<file path="config.mk">
export PLATFORM = sky130hd
export DESIGN_NAME = pd_position_motor_controller_top
export DESIGN_NICKNAME = d
export VERILOG_FILES = /design/src/pdpmc_pkg.sv /design/src/pdpmc_cfg_regs.sv /design/src/pdpmc_tick_calc.sv /design/src/pdpmc_core.sv /design/src/pd_position_motor_controller_top.sv
export SDC_FILE = /design/constraint.sdc
export NUM_CORES = 2
export LEC_CHECK = 0
export ABC_AREA = 1
export BUFFER_PORTS_ARGS = -buffer_cell sky130_fd_sc_hd__buf_2
export CORE_MARGIN = 3
export CORE_UTILIZATION = 60
export CTS_CLUSTER_DIAMETER = 60
export CTS_CLUSTER_SIZE = 30
export DETAILED_ROUTE_END_ITERATION = 8
export GPL_TIMING_DRIVEN = 0
export PLACE_DENSITY = 0.88
export SLEW_MARGIN = 20
export SYNTH_ARGS = -nofsm -noshare
export SYNTH_HDL_FRONTEND = slang
export SYNTH_SLANG_ARGS = --single-unit
</file>
<file path="constraint.sdc">
create_clock -name i_clk -period 23.5 [get_ports i_clk]
set_input_delay 4.7 -clock i_clk [delete_from_list [all_inputs] [get_ports i_clk]]
set_output_delay 4.7 -clock i_clk [all_outputs]
set_load 0.005 [all_outputs]
</file>
<file path="src/pdpmc_pkg.sv">
// Package for the PD position motor controller.
// Holds the request codes, register map, configuration and result types shared by all modules.
// No dependencies.
package pdpmc_pkg;

    // Request kinds carried on the input tuser.
    typedef enum logic [1:0] {
        REQ_DELTA = 2'd0,
        REQ_TICK  = 2'd1,
        REQ_START = 2'd2,
        REQ_ZERO  = 2'd3
    } t_req;

    // Register indexes on the configuration port.
    typedef enum logic [1:0] {
        REG_SETPOINT  = 2'd0,
        REG_GAIN_P    = 2'd1,
        REG_GAIN_D    = 2'd2,
        REG_MIN_DRIVE = 2'd3
    } t_reg_idx;

    localparam int unsigned CFG_ADDR_W = 4;
    localparam int unsigned CFG_DATA_W = 32;
    localparam logic [15:0] MIN_DRIVE_RESET = 16'd1400;
    localparam logic [15:0] DUTY_MAX = 16'hFFFF;

    localparam int unsigned IN_TDATA_W  = 8;
    localparam int unsigned IN_TUSER_W  = 2;
    localparam int unsigned RESULT_W    = 83;
    localparam int unsigned OUT_TDATA_W = 88;

    // Live configuration register values.
    typedef struct packed {
        logic signed [15:0] setpoint;
        logic signed [15:0] gain_p;
        logic signed [15:0] gain_d;
        logic        [15:0] min_drive;
    } t_cfg;

    // Outcome of one running control tick.
    typedef struct packed {
        logic signed [16:0] err;
        logic        [31:0] torque;
        logic               run;
        logic               dir;
        logic        [15:0] duty;
    } t_tick_res;

    // One result item, first field in the highest bits.
    typedef struct packed {
        logic        [31:0] signed_torque;
        logic signed [16:0] last_err;
        logic signed [15:0] position;
        logic               running;
        logic               reverse_dir;
        logic        [15:0] pwm_duty;
    } t_result;

endpackage

</file>
<file path="src/pdpmc_cfg_regs.sv">
// APB-style configuration register file for the PD position motor controller.
// Depends on pdpmc_pkg for the register map and configuration struct.
module pdpmc_cfg_regs (
    input  logic                                i_clk,
    input  logic                                i_rst_n,
    input  logic                                psel,
    input  logic                                penable,
    input  logic                                pwrite,
    input  logic [pdpmc_pkg::CFG_ADDR_W-1:0]    paddr,
    input  logic [pdpmc_pkg::CFG_DATA_W-1:0]    pwdata,
    output logic [pdpmc_pkg::CFG_DATA_W-1:0]    prdata,
    output logic                                pready,
    output pdpmc_pkg::t_cfg                     o_cfg
);

    pdpmc_pkg::t_cfg      r_cfg;
    pdpmc_pkg::t_reg_idx  reg_idx;
    logic                 wr_en;
    logic [15:0]          rd_val;

    assign pready  = 1'b1;
    assign reg_idx = pdpmc_pkg::t_reg_idx'(paddr[3:2]);
    assign wr_en   = psel & penable & pwrite & pready;

    // Register writes complete in the access phase.
    always_ff @(posedge i_clk) begin
        if (!i_rst_n) begin
            r_cfg.setpoint  <= '0;
            r_cfg.gain_p    <= '0;
            r_cfg.gain_d    <= '0;
            r_cfg.min_drive <= pdpmc_pkg::MIN_DRIVE_RESET;
        end else if (wr_en) begin
            unique case (reg_idx)
                pdpmc_pkg::REG_SETPOINT:  r_cfg.setpoint  <= pwdata[15:0];
                pdpmc_pkg::REG_GAIN_P:    r_cfg.gain_p    <= pwdata[15:0];
                pdpmc_pkg::REG_GAIN_D:    r_cfg.gain_d    <= pwdata[15:0];
                pdpmc_pkg::REG_MIN_DRIVE: r_cfg.min_drive <= pwdata[15:0];
                default: ;
            endcase
        end
    end

    // Read back the addressed register, zero extended.
    always_comb begin
        unique case (reg_idx)
            pdpmc_pkg::REG_SETPOINT:  rd_val = r_cfg.setpoint;
            pdpmc_pkg::REG_GAIN_P:    rd_val = r_cfg.gain_p;
            pdpmc_pkg::REG_GAIN_D:    rd_val = r_cfg.gain_d;
            pdpmc_pkg::REG_MIN_DRIVE: rd_val = r_cfg.min_drive;
            default:                  rd_val = '0;
        endcase
    end

    assign prdata = {16'd0, rd_val};
    assign o_cfg  = r_cfg;

endmodule

</file>
<file path="src/pdpmc_tick_calc.sv">
// Control law for one running tick: error, PD torque, direction and clamped duty.
// Depends on pdpmc_pkg for the configuration and tick result structs.
module pdpmc_tick_calc (
    input  pdpmc_pkg::t_cfg         i_cfg,
    input  logic signed [15:0]      i_position,
    input  logic signed [16:0]      i_prev_err,
    output pdpmc_pkg::t_tick_res    o_res
);

    logic signed [15:0] setpoint;
    logic signed [15:0] gain_p;
    logic signed [15:0] gain_d;
    logic signed [16:0] err;
    logic signed [17:0] diff;
    logic signed [32:0] p_term;
    logic signed [33:0] d_term;
    logic        [31:0] torque_raw;
    logic        [31:0] torque;
    logic        [31:0] mag_full;
    logic        [15:0] mag_sat;
    logic               at_target;

    assign setpoint = i_cfg.setpoint;
    assign gain_p   = i_cfg.gain_p;
    assign gain_d   = i_cfg.gain_d;

    // Error and its change since the previous running tick.
    assign err  = 17'(setpoint) - 17'(i_position);
    assign diff = 18'(err) - 18'(i_prev_err);

    // Two products, combined modulo 2^32.
    assign p_term     = gain_p * err;
    assign d_term     = gain_d * diff;
    assign torque_raw = p_term[31:0] - d_term[31:0];

    // Reaching the target stops the run and drops the torque.
    assign at_target = (err == 17'sd0);
    assign torque    = at_target ? 32'd0 : torque_raw;

    // Magnitude, saturation, then the minimum drive while still running.
    assign mag_full = torque[31] ? (32'd0 - torque) : torque;
    assign mag_sat  = (|mag_full[31:16]) ? pdpmc_pkg::DUTY_MAX : mag_full[15:0];

    always_comb begin
        o_res.err    = err;
        o_res.torque = torque;
        o_res.run    = !at_target;
        o_res.dir    = torque[31];
        o_res.duty   = (!at_target && (mag_sat < i_cfg.min_drive)) ? i_cfg.min_drive
                                                                   : mag_sat;
    end

endmodule

</file>
<file path="src/pdpmc_core.sv">
// Controller state and per-request update for the PD position motor controller.
// Depends on pdpmc_pkg and pdpmc_tick_calc.
module pdpmc_core (
    input  logic                    i_clk,
    input  logic                    i_rst_n,
    input  logic                    i_fire,
    input  pdpmc_pkg::t_req         i_req,
    input  logic signed [7:0]       i_delta,
    input  pdpmc_pkg::t_cfg         i_cfg,
    output pdpmc_pkg::t_result      o_result
);

    logic signed [15:0]     r_pos;
    logic signed [16:0]     r_prev_err;
    logic                   r_run;
    logic        [15:0]     r_duty;
    logic                   r_dir;
    logic        [31:0]     r_torque;
    logic signed [16:0]     r_err;

    logic signed [15:0]     n_pos;
    logic signed [16:0]     n_prev_err;
    logic                   n_run;
    logic        [15:0]     n_duty;
    logic                   n_dir;
    logic        [31:0]     n_torque;
    logic signed [16:0]     n_err;

    pdpmc_pkg::t_tick_res   tick_res;

    pdpmc_tick_calc u_tick_calc (
        .i_cfg      (i_cfg),
        .i_position (r_pos),
        .i_prev_err (r_prev_err),
        .o_res      (tick_res)
    );

    // Next state for the request being processed.
    always_comb begin
        n_pos      = r_pos;
        n_prev_err = r_prev_err;
        n_run      = r_run;
        n_duty     = r_duty;
        n_dir      = r_dir;
        n_torque   = r_torque;
        n_err      = r_err;
        unique case (i_req)
            pdpmc_pkg::REQ_DELTA: n_pos = r_pos + 16'(i_delta);
            pdpmc_pkg::REQ_TICK: begin
                // A tick while stopped leaves everything as it is.
                if (r_run) begin
                    n_prev_err = tick_res.err;
                    n_err      = tick_res.err;
                    n_run      = tick_res.run;
                    n_duty     = tick_res.duty;
                    n_dir      = tick_res.dir;
                    n_torque   = tick_res.torque;
                end
            end
            pdpmc_pkg::REQ_START: n_run = 1'b1;
            pdpmc_pkg::REQ_ZERO:  n_pos = '0;
            default: ;
        endcase
    end

    // State advances once per processed transaction.
    always_ff @(posedge i_clk) begin
        if (!i_rst_n) begin
            r_pos      <= '0;
            r_prev_err <= '0;
            r_run      <= 1'b0;
            r_duty     <= '0;
            r_dir      <= 1'b0;
            r_torque   <= '0;
            r_err      <= '0;
        end else if (i_fire) begin
            r_pos      <= n_pos;
            r_prev_err <= n_prev_err;
            r_run      <= n_run;
            r_duty     <= n_duty;
            r_dir      <= n_dir;
            r_torque   <= n_torque;
            r_err      <= n_err;
        end
    end

    // The result shows the state after this request.
    always_comb begin
        o_result.signed_torque = n_torque;
        o_result.last_err      = n_err;
        o_result.position      = n_pos;
        o_result.running       = n_run;
        o_result.reverse_dir   = n_dir;
        o_result.pwm_duty      = n_duty;
    end

endmodule

</file>
<file path="src/pd_position_motor_controller_top.sv">
// Top level of the PD position motor controller: stream ports, input and result registers.
// Depends on pdpmc_pkg, pdpmc_cfg_regs and pdpmc_core.
//
//  Port group   Direction  Carries
//  s_axis       in         one request: tuser = req_type, tdata = encoder_delta
//  m_axis       out        one result per request (state after the request)
//  APB          in/out     setpoint, gain_p, gain_d, min_drive at 0x0, 0x4, 0x8, 0xC
//
// A request is captured in the input register, processed by the controller update (two
// multipliers of the tick path), and shown in the result register. One request per cycle
// is sustained while the result is not stalled. A stalled result holds the pipeline; the
// input register still takes a request while it is empty. Reset is synchronous and clears
// all controller state to stopped, zero position and zero drive, with min_drive at 1400.
module pd_position_motor_controller_top (
    input  logic                                    i_clk,
    input  logic                                    i_rst_n,
    // Slave stream. tdata: [7:0] encoder_delta. tuser: [1:0] req_type.
    input  logic                                    s_axis_tvalid,
    output logic                                    s_axis_tready,
    input  logic [pdpmc_pkg::IN_TDATA_W-1:0]        s_axis_tdata,
    input  logic [pdpmc_pkg::IN_TUSER_W-1:0]        s_axis_tuser,
    // Master stream. tdata: [15:0] pwm_duty, [16] reverse_dir, [17] running,
    // [33:18] position, [50:34] last_err, [82:51] signed_torque, [87:83] zero.
    output logic                                    m_axis_tvalid,
    input  logic                                    m_axis_tready,
    output logic [pdpmc_pkg::OUT_TDATA_W-1:0]       m_axis_tdata,
    // Configuration port.
    input  logic                                    psel,
    input  logic                                    penable,
    input  logic                                    pwrite,
    input  logic [pdpmc_pkg::CFG_ADDR_W-1:0]        paddr,
    input  logic [pdpmc_pkg::CFG_DATA_W-1:0]        pwdata,
    output logic [pdpmc_pkg::CFG_DATA_W-1:0]        prdata,
    output logic                                    pready
);

    pdpmc_pkg::t_cfg        cfg;
    pdpmc_pkg::t_result     result;

    logic                   r_in_valid;
    pdpmc_pkg::t_req        r_in_req;
    logic signed [7:0]      r_in_delta;
    logic                   r_out_valid;
    pdpmc_pkg::t_result     r_out_data;

    logic                   advance;
    logic                   fire;

    pdpmc_cfg_regs u_cfg_regs (
        .i_clk   (i_clk),
        .i_rst_n (i_rst_n),
        .psel    (psel),
        .penable (penable),
        .pwrite  (pwrite),
        .paddr   (paddr),
        .pwdata  (pwdata),
        .prdata  (prdata),
        .pready  (pready),
        .o_cfg   (cfg)
    );

    pdpmc_core u_core (
        .i_clk    (i_clk),
        .i_rst_n  (i_rst_n),
        .i_fire   (fire),
        .i_req    (r_in_req),
        .i_delta  (r_in_delta),
        .i_cfg    (cfg),
        .o_result (result)
    );

    // The result register frees up when empty or when its transaction completes.
    assign advance       = !r_out_valid || m_axis_tready;
    assign fire          = r_in_valid && advance;
    assign s_axis_tready = !r_in_valid || advance;

    // Valid flags of the two pipeline registers.
    always_ff @(posedge i_clk) begin
        if (!i_rst_n) begin
            r_in_valid  <= 1'b0;
            r_out_valid <= 1'b0;
        end else begin
            if (s_axis_tready) begin
                r_in_valid <= s_axis_tvalid;
            end
            if (advance) begin
                r_out_valid <= r_in_valid;
            end
        end
    end

    // Payload registers.
    always_ff @(posedge i_clk) begin
        if (s_axis_tvalid && s_axis_tready) begin
            r_in_req   <= pdpmc_pkg::t_req'(s_axis_tuser);
            r_in_delta <= s_axis_tdata;
        end
        if (fire) begin
            r_out_data <= result;
        end
    end

    assign m_axis_tvalid = r_out_valid;
    assign m_axis_tdata  = {5'd0, r_out_data};

endmodule

</file>
# ---- Yosys cells after proc, flatten, opt, wreduce, memory -nomap -nowiden
# Cells that the tools add are included.
dict set report word_totals {
  wordCells 70
  inputBits 53
  ff_bits 259
}
dict set report classes {
  add_sub_neg 5
  eq_ne 6
  mux 16
  n_mul 2
  order_cmp 1
  reduce_logical 17
  n_bitwise 2
}
# op n
set op_table {}
lappend op_table {{32-bit two-way mux} 4}
lappend op_table {{16-bit two-way mux} 4}
lappend op_table {{16-bit one-hot mux with 4 select lines} 1}
lappend op_table {{17-bit two-way mux} 2}
lappend op_table {{16-bit by 17-bit multiplier with 32-bit output} 1}
lappend op_table {{16-bit by 18-bit multiplier with 32-bit output} 1}
lappend op_table {{16-bit one-hot mux with 2 select lines} 1}
lappend op_table {{1-bit by 32-bit subtractor with 32-bit output, first input constant} 1}
lappend op_table {{32-bit subtractor} 1}
lappend op_table {{17-bit by 17-bit subtractor with 18-bit output} 1}
lappend op_table {{17-bit zero test} 1}
lappend op_table {{16-bit by 16-bit subtractor with 17-bit output} 1}
lappend op_table {{16-bit by 8-bit adder with 16-bit output} 1}
lappend op_table {{16-bit < comparator} 1}
lappend op_table {{16-bit OR reduction} 1}
lappend op_table {{2-bit == test, second input constant} 4}
lappend op_table {{2-bit AND reduction} 4}
lappend op_table {{2-bit by 1-bit == test with 1-bit output, second input constant} 2}
lappend op_table {{2-bit zero test} 2}
lappend op_table {{1-bit logical AND} 3}
lappend op_table {{1-bit zero test} 3}
lappend op_table {{1-bit two-way mux} 3}
lappend op_table {{3-bit AND reduction} 1}
lappend op_table {{1-bit AND} 2}
lappend op_table {{2 further kinds} 3}

# ---- Logic depth before layout (Yosys ltp)
dict set report logic_depth {
  ltp_word 14
  mapped_depth 76
  mapped_depth_nobuf 73
}

# ---- Hierarchy
# Synthesis repeated with hierarchy kept, for this count alone.
dict set report unflattened {
  cells_unflattened 4768
  hier_area_um2 36650.2
}
# mod n_inst seq_area_each_um2 area_per_inst_um2 cells_per_inst
set modules_own_cells {}
lappend modules_own_cells {pdpmc_tick_calc 1 0.0 25195.4 3339}
lappend modules_own_cells {pdpmc_core 1 2001.9 5422.7 841}
lappend modules_own_cells {pdpmc_cfg_regs 1 1281.2 3103.0 476}
lappend modules_own_cells {pd_position_motor_controller_top 1 2832.7 2929.1 112}

# ---- Worst setup path after synthesis
# OpenSTA, ideal clock, no wires.
dict set report synth_path {
  path_type {reg2reg}
  start {register, netlist name u_cfg_regs.o_cfg[48]}
  end {register r_out_data, in the netlist m_axis_tdata[0], data pin}
  setup_time_ps 254
  arrival_time_ps 12436
  slack_ps 10810
  period_less_slack_ps 12690
  stages_incl_launch_ff 67
  cell_sequence {dfxtp_1 -> inv_1 -> ha_1 -> fa_1 -> inv_1 -> nand3_1 -> nand2_2 -> nand2_1 -> nand2_2 -> xor2_4 -> inv_1 -> buf_1 -> ha_1 -> nand2_1 -> nor3_1 -> nand3_1 -> nand3_1 -> inv_1 -> [31 not listed] -> nand3_1 -> nand2_1 -> nand2_1 -> nor4_1 -> nand4_1 -> o21ai_1 -> clkbuf_1 -> nand2_1 -> ha_1 -> a21oi_1 -> nor2_1 -> a211oi_1 -> o221ai_1 -> nor2_2 -> clkbuf_1 -> nand3_1 -> nand3_1 -> nand2_1}
}
# element line
set synth_rtl {}
lappend synth_rtl {{to (signal assigned)} pd_position_motor_controller_top.sv:99} ;# r_out_data <= result;
lappend synth_rtl {{to (decl)} pd_position_motor_controller_top.sv:44} ;# pdpmc_pkg::t_result r_out_data;

==> key figures <==
Placed design
  – Placed Area: between 30000 and 40000 sq um
  – GPL Wtd Cong: ~1.1
  – IO buf count: 135
  – Post-detail-place hpwl: about 100000 microns

Timing
  – Worst Skew: about 31 ps
  – RSZ-0062 raised after global routing: false
  – TNS Setup: 0 ps
  – Final hold viol count: 0
  – Final hold slack: between 400 and 500 ps
  – Max Slew Vio Count: 0
  – Worst Tran Pin Value: between 1000 and 1500 ps
  – Tmin final: 16590 ps
  – Slew headroom: 21.1%
  – Final worst path period share: 70.6%
  – Setup Viol. Count Final: 0
  – F_max: roughly 60 MHz

GRT
  – Global route overflow: 0
  – Initial antenna violation count: 8
  – Tot GR Track Use: 38.4%
  – Vias in the first global route: 32600
  – Largest net degree at the start of global routing: 60
  – First-pass GRT wire length: 184000 microns

Clocking
  – Clock Tree Root: clkbuf_16
  – CTS tree: built
  – Num CTS Buffers: 14
  – H-tree depth: 1
  – CTS clk-pin slew, worst paths: 120 ps
  – Post_cts resized: 0
  – CTS Sinks: roughly 260
  – Longest Clk Path Bufs: 3
  – Setup bufs post-CTS: 0
  – Clock Latency Late Sink: approximately 530 ps
  – CTS Hold Buffers Added: 0

Yosys
  – Async S/R FF share, synth: 0%
  – Synth Area in Adders: 41.0%
  – Post-Syn Area per Cell: about 7.8 sq um
  – Synth Flop Type: dfxtp_1
  – Synth Area in Compound Gates: just under 8%
  – Area leader, netlist: fa_1
  – Synth warnings: 0
  – Syn Inst Count: 4639
  – Area share of the largest cell type after synthesis: between 30% and 40%
  – Main combinational cell family by area after synthesis: adder cells
  – EDFF count, synth: 93
  – Synth top area cells: fa_1 33%, nand2_1 11%, inv_1 11%, dfxtp_1 9.2%, ha_1 7.8%
  – Simple logic cell fraction of the synthesized area: between 15 and 20%
  – Post-synthesis xor/xnor area fraction: 1.36%
  – Mapped Area: between 30000 and 40000 sq um
  – Register area share after synthesis: 16.9%
  – Synth Register Bits: ~260
  – Mux cell area share after synthesis: less than 1%
  – Post-synth cell types: 55

Worst setup path
  – Cell mode on critical path: inv_1
  – CP peak stage delay: a little under 600 ps
  – Required time of the critical path: around 24000 ps
  – Reg2reg setup slack: around 6900 ps
  – Reg-to-Reg Start: u_cfg_regs.o_cfg[48]
  – Worst setup SP type: flip-flop
  – Worst Reg2Reg Path Length in Cells: 66
  – Setup CP Type: reg2reg
  – Worst setup EP type: flip-flop
  – Critical Path Slowest Stage Cell: fa_1
  – Worst r2r dst: m_axis_tdata[1]
  – Critical Path Fanout Max: 10
  – WP data arrival: roughly 17000 ps

Floorplanning
  – I/O Pins: roughly 180
  – Row Count: 89
  – CORE AREA: ~59000 sq um
  – Die X: roughly 250 microns
  – Starting Density: around three fifths
  – Die area: around 63000 sq um
  – Die Span Y: about 250 microns

Hold path
  – Hold path endpoint: u_core.r_err[9]
  – Hold WC Path Type: reg2reg
  – WHS Path Cells: 2
  – Worst Hold Launch: u_core.r_err[9]

Final layout
  – Fin util: 64.9%
  – Layout cell share with drive strength beyond 1: around 6%
  – Design Area, Final: about 39000 sq um
  – Nets: approximately 5700
  – P&R area growth vs syn: 6.41%

Routing
  – Drc violations: 0
  – Routed Antenna Nets: 0
  – Vias/cell: around 5.8
  – WL/cell: between 20 and 25 microns
  – Pre-antenna DRT Iters: 9
  – Iter 0 DRT Violations: 4032
  – DR vias: 32500
  – Routed WL: 120000 microns

Outcome
  – Outcome: finished clean

Run
  – Max_cap viols: 0
## cell usage after synthesis, types with 10 or more instances
cell          n
a21oi_1     224
buf_4        23
o21ai_0     199
o21ai_1      12
o2111ai_1    14
o22ai_1      11
clkbuf_1    136
nand2_2      25
nor2_1      395
inv_1      1027
nor2_2       14
nand3_1     127
buf_1        11
o21ai_2      10
fa_1        600
nand2_1    1066
xor2_1       30
dfxtp_1     166
edfxtp_1     93
nand4_1      59
xnor2_1      23
ha_1        226
nor3_1       20
inv_2        10
clkinv_1     16
## routing by layer
metal  track usage, %  up-vias  share of wire [%]
li1                 -    14300                  -
met1             47.4    15500                 35
met2             60.7     2048                 45
met3             9.19      625                 11
met4             25.3       14                8.5
met5                0        -              0.075
## cell type report
class	count	area (sq um)
clock buffer	18	408
antenna	1	2.50
timing repair buffer	137	718
clock inverter	5	87.6
buffer	182	827
tap	773	967
inverter	1053	3950
multi-input combinational	3165	25400
fill	5036	20800
sequential	259	6120
## cell usage in the layout (no fill, tap or decap), types with 11 or more instances in the layout
master        n
xor2_1       24
edfxtp_1     93
xnor2_1      22
buf_4        23
nand2_1    1066
o22ai_1      11
o2111ai_1    14
nand4_1      59
o21ai_1      12
dfxtp_1     166
a21oi_1     224
clkbuf_1    136
o21ai_0     199
clkbuf_16    16
clkinv_1     16
conb_1       22
inv_1      1027
nor2_1      393
fa_1        600
nand2_2      25
buf_1        11
nor2_2       16
ha_1        226
nor3_1       20
nand3_1     127
buf_2       141
## logic make-up (layout without fill, tap and decap cells)
logic type	count (synthesis)	in the layout
AOI/OAI and AO/OA	515	515
xor gates and xnor gates	54	54
adders and majority gates	826	826
buffers and inverters	1235	1395
DFF	259	259
muxes	4	4
other	2	23
and+or+nand+nor	1744	1744
## per-stage QoR
| step | instances | setup slack (ps) |
|---|---|---|
| finish | 5593 | 6910 |
| global route | 5592 | 6280 |
| CTS | 5592 | 7410 |
| detailed placement | 5569 | 7540 |
| global placement | 5567 | 7120 |
| floorplan | 4659 | 10810 |
## registers in the layout, indices dropped and copies added, names as in the netlist
signal	cells
r_in_valid	1
u_core.r_dir	1
u_cfg_regs.o_cfg	64
u_core.r_err	17
u_core.r_torque	32
u_core.r_pos	16
u_core.r_run	1
r_in_req	2
r_in_delta	8
m_axis_tvalid	1
u_core.r_duty	16
u_core.r_prev_err	17
m_axis_tdata	83
## how the worst max path moves through the flow
stage,from,end,slack [ps],depth (start not counted)
after floorplan,u_cfg_regs.o_cfg[48],m_axis_tdata[0],10810,66
after global placement,u_cfg_regs.o_cfg[48],m_axis_tdata[1],7120,59
after detailed placement,u_cfg_regs.o_cfg[48],m_axis_tdata[1],7540,66
after global routing,u_cfg_regs.o_cfg[48],m_axis_tdata[15],6280,66
final,u_cfg_regs.o_cfg[48],m_axis_tdata[1],6910,66
after CTS,u_cfg_regs.o_cfg[48],m_axis_tdata[1],7410,66
## critical path: cells and delay by family, from the launching register on
family,cells,cell delay [ps]
AO/OA/AOI/OAI,11,2940
adder cells (fa/ha/maj),13,5920
AND/OR/NAND/NOR,24,3730
XOR/XNOR,2,600
flip-flops,1,340
buffers and inverters,16,2710
Power is left out: the tool's default activity adds up to more than one toggle a clock period on the data nets, which glitch-free logic cannot reach.
